File: src/sv/serial_frame_deframer_defines.svh
// assertion macros used by the deframer parser
`ifndef SERIAL_FRAME_DEFRAMER_DEFINES_SVH
`define SERIAL_FRAME_DEFRAMER_DEFINES_SVH

// property holds at every clock edge out of reset
`define SFD_ASSERT(label, clk, rstn, prop, msg) \
  label: assert property (@(posedge clk) disable iff (!rstn) (prop)) else $error(msg);

// consequent holds in the cycle after the antecedent
`define SFD_ASSERT_NEXT(label, clk, rstn, ante, cons, msg) \
  label: assert property (@(posedge clk) disable iff (!rstn) (ante) |=> (cons)) \
    else $error(msg);

`endif

File: src/sv/sfd_pkg.sv
package sfd_pkg;

  // frame layout
  localparam int unsigned MagicBytes = 4;
  localparam int unsigned HdrBytes   = 8;

  // reset value of the expected magic word
  localparam logic [31:0] MagicReset = 32'hFCFD_FEFF;

  typedef enum logic {
    KIND_PAYLOAD = 1'b0,
    KIND_STATUS  = 1'b1
  } result_kind_e;

  typedef enum logic [1:0] {
    STATUS_OK          = 2'd0,
    STATUS_BAD_MAGIC   = 2'd1,
    STATUS_BAD_CSUM    = 2'd2,
    STATUS_LEN_TOO_BIG = 2'd3
  } frame_status_e;

  typedef struct packed {
    result_kind_e  result_kind;
    logic [7:0]    payload_byte;
    logic [6:0]    payload_index;
    frame_status_e frame_status;
  } result_t;

  // result of one byte step, with its valid
  typedef struct packed {
    logic    valid;
    result_t data;
  } step_res_t;

endpackage

File: src/sv/sfd_if.sv
// received byte channel
interface sfd_rx_if;
  logic       valid;
  logic       ready;
  logic [7:0] rx_byte;

  modport source (output valid, output rx_byte, input ready);
  modport sink   (input valid, input rx_byte, output ready);
endinterface

// result channel
interface sfd_res_if;
  logic       valid;
  logic       ready;
  logic       result_kind;
  logic [7:0] payload_byte;
  logic [6:0] payload_index;
  logic [1:0] frame_status;

  modport source (output valid, output result_kind, output payload_byte,
                  output payload_index, output frame_status, input ready);
  modport sink   (input valid, input result_kind, input payload_byte,
                  input payload_index, input frame_status, output ready);
endinterface

// configuration write channel
interface sfd_cfg_if;
  logic        valid;
  logic        ready;
  logic [31:0] expected_magic;

  modport source (output valid, output expected_magic, input ready);
  modport sink   (input valid, input expected_magic, output ready);
endinterface

File: src/sv/sfd_in_reg.sv
module sfd_in_reg (
  input  logic       clk_i,
  input  logic       rst_ni,
  sfd_rx_if.sink     rx_i,
  input  logic       advance_i,
  output logic       valid_o,
  output logic [7:0] byte_o
);

  logic       valid_q, valid_d;
  logic [7:0] byte_q;
  logic       accept;

  // take a new byte when empty or when the held byte moves on
  assign rx_i.ready = !valid_q || advance_i;
  assign accept     = rx_i.valid && rx_i.ready;

  always_comb begin
    valid_d = valid_q;
    if (accept) begin
      valid_d = 1'b1;
    end else if (advance_i) begin
      valid_d = 1'b0;
    end
  end

  always_ff @(posedge clk_i or negedge rst_ni) begin
    if (!rst_ni) begin
      valid_q <= 1'b0;
    end else begin
      valid_q <= valid_d;
    end
  end

  // byte payload
  always_ff @(posedge clk_i) begin
    if (accept) begin
      byte_q <= rx_i.rx_byte;
    end
  end

  assign valid_o = valid_q;
  assign byte_o  = byte_q;

endmodule

File: src/sv/sfd_parser.sv
module sfd_parser import sfd_pkg::*; #(
  parameter int unsigned FRAME_BYTES = 140,
  parameter int unsigned PAYLOAD_MAX = 128
) (
  input  logic       clk_i,
  input  logic       rst_ni,
  sfd_cfg_if.sink    cfg_i,
  input  logic       step_i,
  input  logic [7:0] byte_i,
  output step_res_t  step_res_o
);

  localparam logic [7:0]  MagicLastB = 8'(MagicBytes - 1);
  localparam logic [7:0]  HdrBytesB  = 8'(HdrBytes);
  localparam logic [7:0]  MagicEndB  = 8'(MagicBytes);
  localparam logic [7:0]  CsumPosB   = 8'(HdrBytes + PAYLOAD_MAX);
  localparam logic [7:0]  LastPosB   = 8'(FRAME_BYTES - 1);
  localparam logic [31:0] PayloadMaxW = 32'(PAYLOAD_MAX);

  logic [31:0] expected_magic_q;
  logic [7:0]  pos_q, pos_d;
  logic [31:0] magic_q, magic_d;
  logic [31:0] len_q, len_d;
  logic [7:0]  xor_q, xor_d;
  logic        magic_good_q, magic_good_d;
  logic        csum_good_q, csum_good_d;

  logic [31:0] magic_next;
  logic [7:0]  idx;
  logic        idx_in_len;
  logic        is_last;
  step_res_t   res;

  // configuration register, always ready
  assign cfg_i.ready = 1'b1;

  always_ff @(posedge clk_i or negedge rst_ni) begin
    if (!rst_ni) begin
      expected_magic_q <= MagicReset;
    end else if (cfg_i.valid) begin
      expected_magic_q <= cfg_i.expected_magic;
    end
  end

  // byte decode
  assign magic_next = {byte_i, magic_q[31:8]};
  assign idx        = pos_q - HdrBytesB;
  assign idx_in_len = {24'd0, idx} < len_q;
  assign is_last    = pos_q >= LastPosB;

  // frame state update and result forming
  always_comb begin
    pos_d        = pos_q;
    magic_d      = magic_q;
    len_d        = len_q;
    xor_d        = xor_q;
    magic_good_d = magic_good_q;
    csum_good_d  = csum_good_q;
    res          = '0;

    if (step_i) begin
      priority if (pos_q < MagicEndB) begin
        magic_d = magic_next;
        if (pos_q == MagicLastB) begin
          magic_good_d = (magic_next == expected_magic_q);
        end
      end else if (pos_q < HdrBytesB) begin
        len_d = {byte_i, len_q[31:8]};
      end else if (pos_q < CsumPosB) begin
        if (idx_in_len) begin
          xor_d = xor_q ^ byte_i;
          if (magic_good_q) begin
            res.valid              = 1'b1;
            res.data.result_kind   = KIND_PAYLOAD;
            res.data.payload_byte  = byte_i;
            res.data.payload_index = idx[6:0];
            res.data.frame_status  = STATUS_OK;
          end
        end
      end else if (pos_q == CsumPosB) begin
        csum_good_d = (byte_i == xor_q);
      end else begin
        pos_d = pos_q;
      end

      if (is_last) begin
        res.valid              = 1'b1;
        res.data.result_kind   = KIND_STATUS;
        res.data.payload_byte  = '0;
        res.data.payload_index = '0;
        priority if (!magic_good_q) begin
          res.data.frame_status = STATUS_BAD_MAGIC;
        end else if (len_q > PayloadMaxW) begin
          res.data.frame_status = STATUS_LEN_TOO_BIG;
        end else if (!csum_good_d) begin
          res.data.frame_status = STATUS_BAD_CSUM;
        end else begin
          res.data.frame_status = STATUS_OK;
        end
        pos_d        = '0;
        magic_d      = '0;
        len_d        = '0;
        xor_d        = '0;
        magic_good_d = 1'b0;
        csum_good_d  = 1'b0;
      end else begin
        pos_d = pos_q + 8'd1;
      end
    end
  end

  always_ff @(posedge clk_i or negedge rst_ni) begin
    if (!rst_ni) begin
      pos_q        <= '0;
      magic_q      <= '0;
      len_q        <= '0;
      xor_q        <= '0;
      magic_good_q <= 1'b0;
      csum_good_q  <= 1'b0;
    end else begin
      pos_q        <= pos_d;
      magic_q      <= magic_d;
      len_q        <= len_d;
      xor_q        <= xor_d;
      magic_good_q <= magic_good_d;
      csum_good_q  <= csum_good_d;
    end
  end

  assign step_res_o = res;

  `include "serial_frame_deframer_defines.svh"

  // frame position stays inside the frame
  `SFD_ASSERT(a_pos_range, clk_i, rst_ni, pos_q <= LastPosB, "frame position past last byte")
  // a status result starts a new frame
  `SFD_ASSERT_NEXT(a_frame_restart, clk_i, rst_ni, step_i && is_last, pos_q == 8'd0 && !magic_good_q, "frame not restarted after status")
  // payload results only pass with a good magic
  `SFD_ASSERT(a_payload_magic, clk_i, rst_ni, !(res.valid && res.data.result_kind == KIND_PAYLOAD) || magic_good_q, "payload result with bad magic")

endmodule

File: src/sv/sfd_out_reg.sv
module sfd_out_reg import sfd_pkg::*; (
  input  logic      clk_i,
  input  logic      rst_ni,
  input  step_res_t step_res_i,
  output logic      space_o,
  sfd_res_if.source res_o
);

  logic    valid_q, valid_d;
  result_t data_q;

  // free when empty or when the held result is taken this cycle
  assign space_o = !valid_q || res_o.ready;

  always_comb begin
    valid_d = valid_q;
    if (step_res_i.valid) begin
      valid_d = 1'b1;
    end else if (res_o.ready) begin
      valid_d = 1'b0;
    end
  end

  always_ff @(posedge clk_i or negedge rst_ni) begin
    if (!rst_ni) begin
      valid_q <= 1'b0;
    end else begin
      valid_q <= valid_d;
    end
  end

  // result payload
  always_ff @(posedge clk_i) begin
    if (step_res_i.valid) begin
      data_q <= step_res_i.data;
    end
  end

  assign res_o.valid         = valid_q;
  assign res_o.result_kind   = data_q.result_kind;
  assign res_o.payload_byte  = data_q.payload_byte;
  assign res_o.payload_index = data_q.payload_index;
  assign res_o.frame_status  = data_q.frame_status;

endmodule

File: src/sv/serial_frame_deframer.sv
// Fixed-length frame deframer: one received byte per transfer on rx_i.
// Each frame is FRAME_BYTES bytes: a 4-byte little-endian magic word, a
// 4-byte little-endian payload length, payload bytes from offset 8, and
// an XOR checksum byte at offset 8 + PAYLOAD_MAX. With a good magic each
// payload byte below the length is sent on res_o with its index; the
// last byte of every frame sends one status result (ok, bad magic, bad
// checksum, length too large). cfg_i writes the expected magic word; write
// it only while no bytes are in flight.
// Each byte is decoded from the input register, and any result waits in
// the result register. Throughput: one byte per cycle while res_o is not
// stalled, set by the single decode step between the two registers.
// Reset: expected magic returns to 0xFCFDFEFF, the frame position to zero,
// and both registers empty.
// When the receiver stalls res_o, the held result waits and decoding stops;
// an empty input register still takes one byte, then rx_i.ready stays low
// until res_o moves.
module serial_frame_deframer import sfd_pkg::*; #(
  parameter int unsigned FRAME_BYTES = 140,
  parameter int unsigned PAYLOAD_MAX = 128
) (
  input  logic      clk_i,
  input  logic      rst_ni,
  sfd_rx_if.sink    rx_i,
  sfd_cfg_if.sink   cfg_i,
  sfd_res_if.source res_o
);

  logic       in_valid;
  logic [7:0] in_byte;
  logic       out_space;
  logic       step;
  step_res_t  step_res;

  // decode runs when a byte waits and the result register has room
  assign step = in_valid && out_space;

  sfd_in_reg u_in_reg (
    .clk_i     (clk_i),
    .rst_ni    (rst_ni),
    .rx_i      (rx_i),
    .advance_i (step),
    .valid_o   (in_valid),
    .byte_o    (in_byte)
  );

  sfd_parser #(
    .FRAME_BYTES (FRAME_BYTES),
    .PAYLOAD_MAX (PAYLOAD_MAX)
  ) u_parser (
    .clk_i      (clk_i),
    .rst_ni     (rst_ni),
    .cfg_i      (cfg_i),
    .step_i     (step),
    .byte_i     (in_byte),
    .step_res_o (step_res)
  );

  sfd_out_reg u_out_reg (
    .clk_i      (clk_i),
    .rst_ni     (rst_ni),
    .step_res_i (step_res),
    .space_o    (out_space),
    .res_o      (res_o)
  );

endmodule
File: src/flat_wrapper.sv
// flat-port wrapper written by rule: the top's interface ports become plain ports
module serial_frame_deframer_flat import sfd_pkg::*;
#(
  parameter int unsigned FRAME_BYTES = 140,
  parameter int unsigned PAYLOAD_MAX = 128
)
  (clk_i, rst_ni, rx_i_valid, rx_i_rx_byte, rx_i_ready, cfg_i_valid, cfg_i_expected_magic, cfg_i_ready, res_o_valid, res_o_result_kind, res_o_payload_byte, res_o_payload_index, res_o_frame_status, res_o_ready);
  sfd_rx_if rx_i_i ();
  sfd_cfg_if cfg_i_i ();
  sfd_res_if res_o_i ();
  input  logic clk_i;
  input  logic rst_ni;
  input wire logic [$bits(rx_i_i.valid)-1:0] rx_i_valid;
  input wire logic [$bits(rx_i_i.rx_byte)-1:0] rx_i_rx_byte;
  output wire logic [$bits(rx_i_i.ready)-1:0] rx_i_ready;
  input wire logic [$bits(cfg_i_i.valid)-1:0] cfg_i_valid;
  input wire logic [$bits(cfg_i_i.expected_magic)-1:0] cfg_i_expected_magic;
  output wire logic [$bits(cfg_i_i.ready)-1:0] cfg_i_ready;
  output wire logic [$bits(res_o_i.valid)-1:0] res_o_valid;
  output wire logic [$bits(res_o_i.result_kind)-1:0] res_o_result_kind;
  output wire logic [$bits(res_o_i.payload_byte)-1:0] res_o_payload_byte;
  output wire logic [$bits(res_o_i.payload_index)-1:0] res_o_payload_index;
  output wire logic [$bits(res_o_i.frame_status)-1:0] res_o_frame_status;
  input wire logic [$bits(res_o_i.ready)-1:0] res_o_ready;
  assign rx_i_i.valid = rx_i_valid;
  assign rx_i_i.rx_byte = rx_i_rx_byte;
  assign rx_i_ready = rx_i_i.ready;
  assign cfg_i_i.valid = cfg_i_valid;
  assign cfg_i_i.expected_magic = cfg_i_expected_magic;
  assign cfg_i_ready = cfg_i_i.ready;
  assign res_o_valid = res_o_i.valid;
  assign res_o_result_kind = res_o_i.result_kind;
  assign res_o_payload_byte = res_o_i.payload_byte;
  assign res_o_payload_index = res_o_i.payload_index;
  assign res_o_frame_status = res_o_i.frame_status;
  assign res_o_i.ready = res_o_ready;
  serial_frame_deframer #(.FRAME_BYTES(FRAME_BYTES), .PAYLOAD_MAX(PAYLOAD_MAX)) u_core (.clk_i(clk_i), .rst_ni(rst_ni), .rx_i(rx_i_i), .cfg_i(cfg_i_i), .res_o(res_o_i));
endmodule
File: config.mk
export PLATFORM = sky130hd
export DESIGN_NAME = serial_frame_deframer_flat
export DESIGN_NICKNAME = d
export VERILOG_FILES = /design/src/sv/sfd_pkg.sv /design/src/sv/sfd_if.sv /design/src/sv/sfd_in_reg.sv /design/src/sv/sfd_parser.sv /design/src/sv/sfd_out_reg.sv /design/src/sv/serial_frame_deframer.sv /design/src/flat_wrapper.sv
export VERILOG_INCLUDE_DIRS = /design/src /design/src/sv
export SDC_FILE = /design/constraint.sdc
export NUM_CORES = 1
export LEC_CHECK = 0
export ABC_AREA = 1
export BUFFER_PORTS_ARGS = -buffer_cell sky130_fd_sc_hd__buf_2
export CORE_AREA = 2 2 107 109
export DETAILED_ROUTE_END_ITERATION = 8
export DIE_AREA = 0 0 109 111
export GPL_ROUTABILITY_DRIVEN = 0
export HOLD_SLACK_MARGIN = 0.02
export PLACE_DENSITY = 0.78
export SYNTH_ARGS = -nofsm -noshare
export SYNTH_HDL_FRONTEND = slang
export SYNTH_HIERARCHICAL = 1
export SYNTH_SLANG_ARGS = --single-unit
File: constraint.sdc
create_clock -name clk_i -period 3.42 [get_ports clk_i]
set_clock_uncertainty 0.05 [all_clocks]
set_input_delay 0.171 -clock clk_i [delete_from_list [all_inputs] [get_ports clk_i]]
set_output_delay 0.171 -clock clk_i [all_outputs]
set_load 0.02 [all_outputs]
Word-level counts from Yosys, hierarchy flattened
Cells that the tools add are included.
W data, S select, Z words.
- flip-flop bits (word level): 142
- latch bits: 0
- memory bits (writable): 0
- ROM bits: 0
- output and inout bits: 21
- memories kept: 0
- add/sub/neg operators: 2
- multiply operators: 0
- divide/modulo/power cells: 0
- magnitude comparators: 6
- equality and inequality tests: 6
- shifts and indexed selects: 0
- multiplexer cells: 34
- bitwise gates (word level): 5
- reduce and logical (&&, ||, !) cells: 18
- operator list (kind ; count):
    $mux W32 ; 5
    $mux W19 ; 7
    $mux W8 ; 6
    $eq A32 B32 Y1 ; 1
    $gt A32 B8 Y1 const B ; 1
    $lt A8 B32 Y1 ; 1
    $reduce_bool A2 Y1 ; 7
    $mux W1 ; 13
    $add A8 B1 Y8 const B ; 1
    $eq A8 B2 Y1 const B ; 1
    $eq A8 B8 Y1 ; 1
    $eq A8 B8 Y1 const B ; 1
    $ge A8 B8 Y1 const B ; 1
    $lt A8 B3 Y1 const B ; 1
    $lt A8 B4 Y1 const B ; 1
    $lt A8 B8 Y1 const B ; 1
    $sub A8 B4 Y8 const B ; 1
    $xor A8 B8 Y8 ; 1
    $reduce_or A7 Y1 ; 1
    $mux W2 ; 3
    $reduce_and A3 Y1 ; 2
    $reduce_and A5 Y1 ; 1
    $ne A2 B2 Y1 const B ; 2
    $not A1 Y1 ; 4
    4 further kinds ; 7

Depth between registers and ports, before layout
Gate-level depths: netlist of the first run.
- depth after elaboration: 12
- depth in mapped cells: 15
- depth with buffers taken out: 14

Cells and area by module
Netlist of the first run, hierarchy kept.
- modules (own cells, without submodules) (module ; instances ; cells an instance ; area each (um^2) ; sequential area each (um^2)):
    sfd_parser ; 1 ; 637 ; 5427.7 ; 2687.6
    sfd_out_reg ; 1 ; 23 ; 585.6 ; 565.5
    sfd_in_reg ; 1 ; 14 ; 285.3 ; 265.3
    serial_frame_deframer ; 1 ; 2 ; 7.5 ; 0.0

Worst setup path after synthesis of the first run
OpenSTA, ideal clock, no wires.
- path kind: register -> register
- start point: register u_core.u_parser.pos_q[3]
- end point: register u_core.u_out_reg.data_q (netlist bit u_core/u_out_reg/res_o.frame_status[0]) (enable)
- setup time: 375 ps
- data arrival time: 2470 ps
- required time: 2995 ps
- slack: 525 ps
- cell stages (with the launch flop): 13
- period minus slack after synthesis: 2895 ps
- cells stage by stage: dfrtp_1 > inv_1 > ha_1 > nand3_1 > xor2_1 > ha_1 > a21oi_1 > o21a_1 > nand2_1 > nand2_1 > clkbuf_1 > nand4_1 > nand2_1
- RTL lines (what ; RTL line ; text):
    start: declaration ; sfd_parser.sv:21 ; logic [7:0] pos_q, pos_d;
    start signal: assignment ; sfd_parser.sv:121 ; pos_q <= pos_d;
    end signal: assignment ; sfd_out_reg.sv:35 ; data_q <= step_res_i.data;
    end: declaration ; sfd_out_reg.sv:10 ; result_t data_q;

Final worst setup path of the first run
- start point: register u_core.u_parser.pos_q[3]
- end point: register u_core.u_out_reg.data_q (netlist bit u_core/u_out_reg/res_o.payload_index[4]) (data pin)
- word-level cells in the longest chain between the ends: 4
- elaborated cells between the ends (all ways): 9
- RTL lines (what ; RTL line ; text):
    $sub A8 B4 Y8 ; sfd_parser.sv:47 ; assign idx = pos_q - HdrBytesB;
    $lt A8 B32 Y1 ; sfd_parser.sv:48 ; assign idx_in_len = {24'd0, idx} < len_q;
    $not A1 Y1 (no source line) ; -- ;
    $reduce_or A7 Y1 (no source line) ; -- ;
Parallel ways exist; a longest one is shown, timed or not.
A chain may end at the register's enable or synchronous reset.

==> impl_metrics.yaml, run 1 <==
clocking:
  ctsResizeCount: 0
  cts_sinks: 134
  postCtsSetupRepairBufs: 0
  clk_latency_ns: 0.42
  root_buffer: "clkbuf_16"
  cts_max_level: 4
  clk_pin_slew_ns: 0.06
  clockBufferDepth: 2
  cts_tree: "built"
  ctsHoldBuffers: 43
  cts_buffers: 17
worst_setup_path:
  crit_family: "simple AND/OR/NAND/NOR gates"
  path_cells: "inv_1, ha_1, nand3_1, xor2_1, ha_1, a21oi_1, o21a_1, nand2_1, nand2_1, nand3_1, nor2_1"
  critPathMaxFanout: 15
  crit_slowest_cell: "nand3_1"
  crit_type: "reg2reg"
  reg2reg_slack_ns: 0.45
  r2r_cells: 11
  reg2reg_to: "u_core/u_out_reg/res_o.payload_index[4]"
  rr_startpoint: "u_core/u_parser/pos_q[3]"
  cp_data_required_time_ns: 3.63
  end_kind: "register"
  cp_num_buf_inv: 1
  worstPathArrival_ns: 3.18
  critical-path-max-stage-delay_ns: 0.47
  start_kind: "register"
power:
  powerDensity_nw_per_um2: 741
  p_total_w: 0.00571
  leakagePower_nw: 3.75
  ir_drop_mv: 0.393
cells_and_area:
  final_layout_size_suffix_gt1_share_pct: 20.5
  multi_input_area_um2: 2220
  post-route-util_pct: 69.6
  regArea_um2: 3520
  area_growth_pct: 22.2
  n_antenna_cell: 0
  final_common_cell: "nand2_1"
  fin_cells: 939
  mostFrequentLayoutCells: "157 x nand2_1, 105 x inv_1, 80 x dfrtp_1"
  fillCellCount: 769
  fin_nets: 839
place:
  placement.io_buffers: 64
  pre_cts_slack_ns: 0.464
  dp_hpwl_um: 9440
  place_inst: 864
synth:
  synthesis.area_um2: 6310
  synth_flop_cell: "dfrtp_1"
  ys_warn_count: 6
  async_flop_share_pct: 80.6
  synth_nets: 732
  ys_ff_latch: 134
  ys_seq_area_share_pct: 55.8
  synth_area_per_cell_um2: 9.33
  yosysUniqueCellTypes: 39
  synth_enable_flop_cells: 26
  syn_inst: 676
sta:
  timing.final.crit_period_ns: 2.97
  finalHoldViolCount: 0
  period_share_pct: 86.8
  max_slew.worst_pin.slew_ns: 0.882
  maxSlewHeadroom_pct: 41.2
  setup_ws_ns: 0.452
  rsz0062_at_grt: "no"
  max_freq_mhz: 337
  setup_tns_ns: 0
  drv_slew: 0
  setup_viol: 0
flow_run:
  drv_cap: 0
global_route:
  grt-ovfl-total: 0
  grt_max_degree: 59
  grt_pass1_vias: 5042
  grtUsageTotal_pct: 26.0
  antenna_found_initial: 0
  grt_pass1_wl_um: 24000
hold_path:
  min_path_cells: 3
  hold_path_startpoint: "cfg_i_valid"
  hold_path_end: "u_core/u_parser/expected_magic_q[3]"
  hold_path_class: "in2reg"
detailed_routing:
  dr.pass1.iters: 6
  post-route-drc-count: 0
  antenna_left: 0
  drt_iter0_markers: 353
  dr_total_vias: 4979
  finalWirelength_um: 14500
  routedWlPerCell_um: 15.4
  vias_per_cell: 5.30
floorplanning:
  fp.dieH_um: 111
  pin_count: 66
  initial_core_util_pct: 56.9
  core-area_um2: 11100
  fp.dieW_um: 109
  rows: 39
  dieArea_um2: 12100
status:
  status: "finished, final reports clean"
-- layout make-up --
type / count / share of cell area (%)
Sequential cell: 134 / 45.7
Timing Repair Buffer: 110 / 10.1
Tap cell: 143 / 2.32
Multi-Input combinational cell: 410 / 28.8
Inverter: 110 / 5.49
Clock inverter: 10 / 1.53
Clock buffer: 22 / 6.17
-- how the worst max path moves through the flow --
stage          cells after the start                     start  slack, ns                                 endpoint
5_1_grt                           11  u_core/u_parser/pos_q[3]       0.22   u_core/u_out_reg/res_o.payload_byte[3]
3_3_place_gp                      11  u_core/u_parser/pos_q[3]       0.67   u_core/u_out_reg/res_o.payload_byte[3]
4_1_cts                           11  u_core/u_parser/pos_q[3]       0.50  u_core/u_out_reg/res_o.payload_index[4]
6_report                          11  u_core/u_parser/pos_q[3]       0.45  u_core/u_out_reg/res_o.payload_index[4]
2_1_floorplan                     12  u_core/u_parser/pos_q[3]       0.52   u_core/u_out_reg/res_o.frame_status[0]
3_5_place_dp                      11  u_core/u_parser/pos_q[3]       0.46  u_core/u_out_reg/res_o.payload_index[3]
-- metal layers --
layer  up-vias  global-route usage, %  part of all wire, %
li1       2390                      -                    -
met5         -                      0                    0
met3        39                   4.70                  5.3
met2       176                   42.0                   50
met4         0                   12.3                  3.0
met1      2374                   33.7                   42
-- worst register-to-register path, stage by stage (launching register included) --
cell	delay (ns)
dfrtp_1	0.44
inv_1	0.23
ha_1	0.23
nand3_1	0.10
xor2_1	0.15
ha_1	0.29
a21oi_1	0.16
o21a_1	0.15
nand2_1	0.06
nand2_1	0.26
nand3_1	0.47
nor2_1	0.23
-- metrics by stage --
| stage | hold WS [ns] | cell area, um2 |
|---|---|---|
| floorplan | -0.175 | 6310 |
| global placement | 0.220 | 6680 |
| detailed placement | 0.231 | 6680 |
| CTS | 0.298 | 7710 |
| global route | 0.369 | 7710 |
| finish | 0.293 | 7710 |
-- cells by family after synthesis --
kind of cell	synth area share, %
AOI/OAI and AO/OA	8.83
xor gates and xnor gates	3.06
adders and majority gates	2.18
buffers and inverters	9.05
DFF	55.8
muxes	1.61
other	0.0595
and+or+nand+nor	19.4
-- report_power, final --
group	internal, W	switching (W)	total (W)
clock	0.00114	0.000675	0.00181
sequential	0.00207	0.000263	0.00233
combinational	0.000589	0.000977	0.00157
-- registers in the layout, indices dropped and copies added, names as in the netlist, 2 cells and up --
| name | flops |
|---|---|
| u_core/u_in_reg/byte_o | 8 |
| u_core/u_out_reg/res_o.frame_status | 2 |
| u_core/u_out_reg/res_o.payload_byte | 8 |
| u_core/u_out_reg/res_o.payload_index | 7 |
| u_core/u_parser/expected_magic_q | 32 |
| u_core/u_parser/len_q | 32 |
| u_core/u_parser/magic_q | 24 |
| u_core/u_parser/pos_q | 8 |
| u_core/u_parser/xor_q | 8 |
-- cell usage after synthesis (all sizes together) (4+ instances only) --
master    n  area [um2]
nand2   164         652
inv     109         419
dfrtp    80        2000
nor2     49         206
o21ai    49         287
o22ai    36         225
nand3    29         170
dfstp    28         736
edfxtp   26         781
nand4    16         100
buf      15         121
ha       11         138
xnor2    11        96.3
xor2     11        96.3
mux2      9         101
clkbuf    7        26.3
nor3      7        35.0
a21oi     6        30.0
nand3b    4        30.0
Note: power is estimated with default switching activity, not from simulation.
==> inputs of run 2 (changes only) <==
--- a/config.mk
+++ b/config.mk
@@ -8,12 +8,12 @@
 export LEC_CHECK = 0
 export ABC_AREA = 1
 export BUFFER_PORTS_ARGS = -buffer_cell sky130_fd_sc_hd__buf_2
-export CORE_AREA = 2 2 107 109
+export CORE_AREA = 2 2 166 168
 export DETAILED_ROUTE_END_ITERATION = 8
-export DIE_AREA = 0 0 109 111
+export DIE_AREA = 0 0 168 170
 export GPL_ROUTABILITY_DRIVEN = 0
 export HOLD_SLACK_MARGIN = 0.02
-export PLACE_DENSITY = 0.78
+export REMOVE_ABC_BUFFERS = 1
 export SYNTH_ARGS = -nofsm -noshare
 export SYNTH_HDL_FRONTEND = slang
 export SYNTH_HIERARCHICAL = 1
==> impl_metrics.yaml, run 2 (synthesis results as in run 1) <==
sta:
  max_freq_mhz: 346
  setup_ws_ns: 0.534
  rsz0062_at_grt: "no"
  hold_ws_ns: 0.253
  period_share_pct: 84.4
  finalHoldViolCount: 0
  setup_viol: 0
  drv_slew: 0
  setup_tns_ns: 0
  timing.final.crit_period_ns: 2.89
  maxSlewHeadroom_pct: 40.4
  max_slew.worst_pin.slew_ns: 0.893
clocking:
  cts_sinks: 134
  clk_pin_slew_ns: 0.06
  clockBufferDepth: 2
  root_buffer: "clkbuf_16"
  cts_buffers: 17
  postCtsSetupRepairBufs: 0
  cts_max_level: 4
  cts_tree: "built"
  ctsResizeCount: 0
  clk_latency_ns: 0.42
worst_setup_path:
  crit_type: "reg2reg"
  cp_common_cell: "nand2_1"
  critPathMaxFanout: 19
  start_kind: "register"
  critical-path-max-stage-delay_ns: 0.43
  cp_data_required_time_ns: 3.47
  path_cells: "inv_1, ha_1, nand3_1, xor2_1, ha_1, a21oi_1, o21a_1, nand2_1, nand2_1, nand4_1, nand2_1, buf_4"
  crit_slowest_cell: "dfrtp_1"
  cp_num_buf_inv: 2
  crit_family: "simple AND/OR/NAND/NOR gates"
  worstPathArrival_ns: 2.93
  end_kind: "register"
global_route:
  grt_max_degree: 69
  grtUsageTotal_pct: 11.1
  grt_pass1_vias: 4912
  antenna_found_initial: 0
  grt_pass1_wl_um: 24900
  grt-ovfl-total: 0
cells_and_area:
  fillCellCount: 2765
  n_antenna_cell: 0
  fin_nets: 841
  final_common_cell: "nand2_1"
  final_layout_size_suffix_gt1_share_pct: 20.7
  top_regs: "u_core/u_parser/expected_magic_q: 32 flops, u_core/u_parser/len_q: 32 flops, u_core/u_parser/magic_q: 24 flops"
  mostFrequentLayoutCells: "157 x nand2_1, 105 x inv_1, 80 x dfrtp_1"
  area_growth_pct: 26.5
power:
  powerDensity_nw_per_um2: 715
  p_sw_w: 0.00188
  combPwrFrac_pct: 26.9
  ir_drop_mv: 0.354
  power_frac_clock_pct: 32.2
  p_int_w: 0.00382
  leakagePower_nw: 3.77
  pwr-share-seq_pct: 40.9
  sw_frac_of_total_pct: 33.0
place:
  pre_cts_slack_ns: 0.576
  placement.io_buffers: 64
  dp_hpwl_um: 10600
detailed_routing:
  antenna_left: 0
  vias_per_cell: 4.23
  routedWlPerCell_um: 13.3
  dr_total_vias: 4815
  finalWirelength_um: 15200
  post-route-drc-count: 0
  dr.pass1.iters: 5
  drt_iter0_markers: 388
hold_path:
  hold_path_class: "in2reg"
floorplanning:
  pin_count: 66
  core-area_um2: 26700
  fp.dieH_um: 170
  rows: 60
  fp.dieW_um: 168
  initial_core_util_pct: 23.7
  dieArea_um2: 28600
flow_run:
  drv_cap: 0
status:
  status: "finished, final reports clean"
==> run 2: cell types whose count changed in the layout (fill, tap and decap cells not counted) <==
cell,delta
buf_4,+2
bufinv_16,-1
clkbuf_16,+1
clkbuf_8,+3
clkinv_2,+1
clkinvlp_4,-1
inv_4,-1
inv_6,-2
==> run 2: worst register-to-register path, delay by kind of cell (launching register included) <==
family	cells	cell delay, ns
AOI/OAI and AO/OA	2	0.29
xor gates and xnor gates	1	0.16
adders and majority gates	2	0.52
buffers and inverters	2	0.50
DFF	1	0.43
and+or+nand+nor	5	0.62
==> run 2: path summary, 6_finish.rpt <==
check                                          start                                      end  slack (ns)  cells after the start
min                                      cfg_i_valid      u_core/u_parser/expected_magic_q[3]        0.25                      3
max in group asynchronous                     rst_ni     u_core/u_parser/expected_magic_q[23]        2.02                      3
min in group asynchronous                     rst_ni                 u_core/u_parser/pos_q[5]        0.36                      2
min reg2reg                u_core/u_parser/len_q[24]                u_core/u_parser/len_q[24]        0.43                      2
max                         u_core/u_parser/pos_q[3]  u_core/u_out_reg/res_o.payload_index[2]        0.53                     12
max reg2reg                 u_core/u_parser/pos_q[3]  u_core/u_out_reg/res_o.payload_index[2]        0.53                     12
==> run 2: area by class of cell <==
class	instances	area [um2]	share of cell area (%)
multi-input cells	410	2220	27.8
inverters	110	423	5.30
clock buffers	26	542	6.79
flip-flops and latches	134	3520	44.1
repair buffers	112	791	9.91
well taps	341	427	5.35
clock inverters	6	61.3	0.768
==> run 2: per-stage QoR <==
stage	instance area [um2]	utilization, %	instances	total power [W]
after global placement	6950	26.1	1064	0.00379
after global routing	7980	29.9	1139	0.00609
final	7980	29.9	1139	0.00570
after floorplan	6160	-	654	0.00341
after detailed placement	6950	26.1	1064	0.00384
after CTS	7980	29.9	1139	0.00575
==> run 2: repair_timing <==
action | in CTS | in global routing
hold buffers | 43 | 0
hold endpoints to repair | 100 | 0
endpoints found under the setup margin | 0 | 0
==> run 2: metal layers <==
layer  global-route usage [%]  wire length [um]  vias to the layer above
met4                     3.82               197                        0
met3                     2.58               553                       12
li1                         -                 -                     2400
met5                        0                 0                        -
met1                     14.5              7360                     2309
met2                     18.3              7080                       94
==> run 2: power by group through the flow <==
stage	Sequential, W	Combinational (W)	Clock (W)
2_1_floorplan	0.00228	0.00113	0
3_3_place_gp	0.00234	0.00145	0
3_5_place_dp	0.00235	0.00149	0
4_1_cts	0.00233	0.00154	0.00188
5_1_grt	0.00239	0.00175	0.00195
6_report	0.00233	0.00153	0.00184
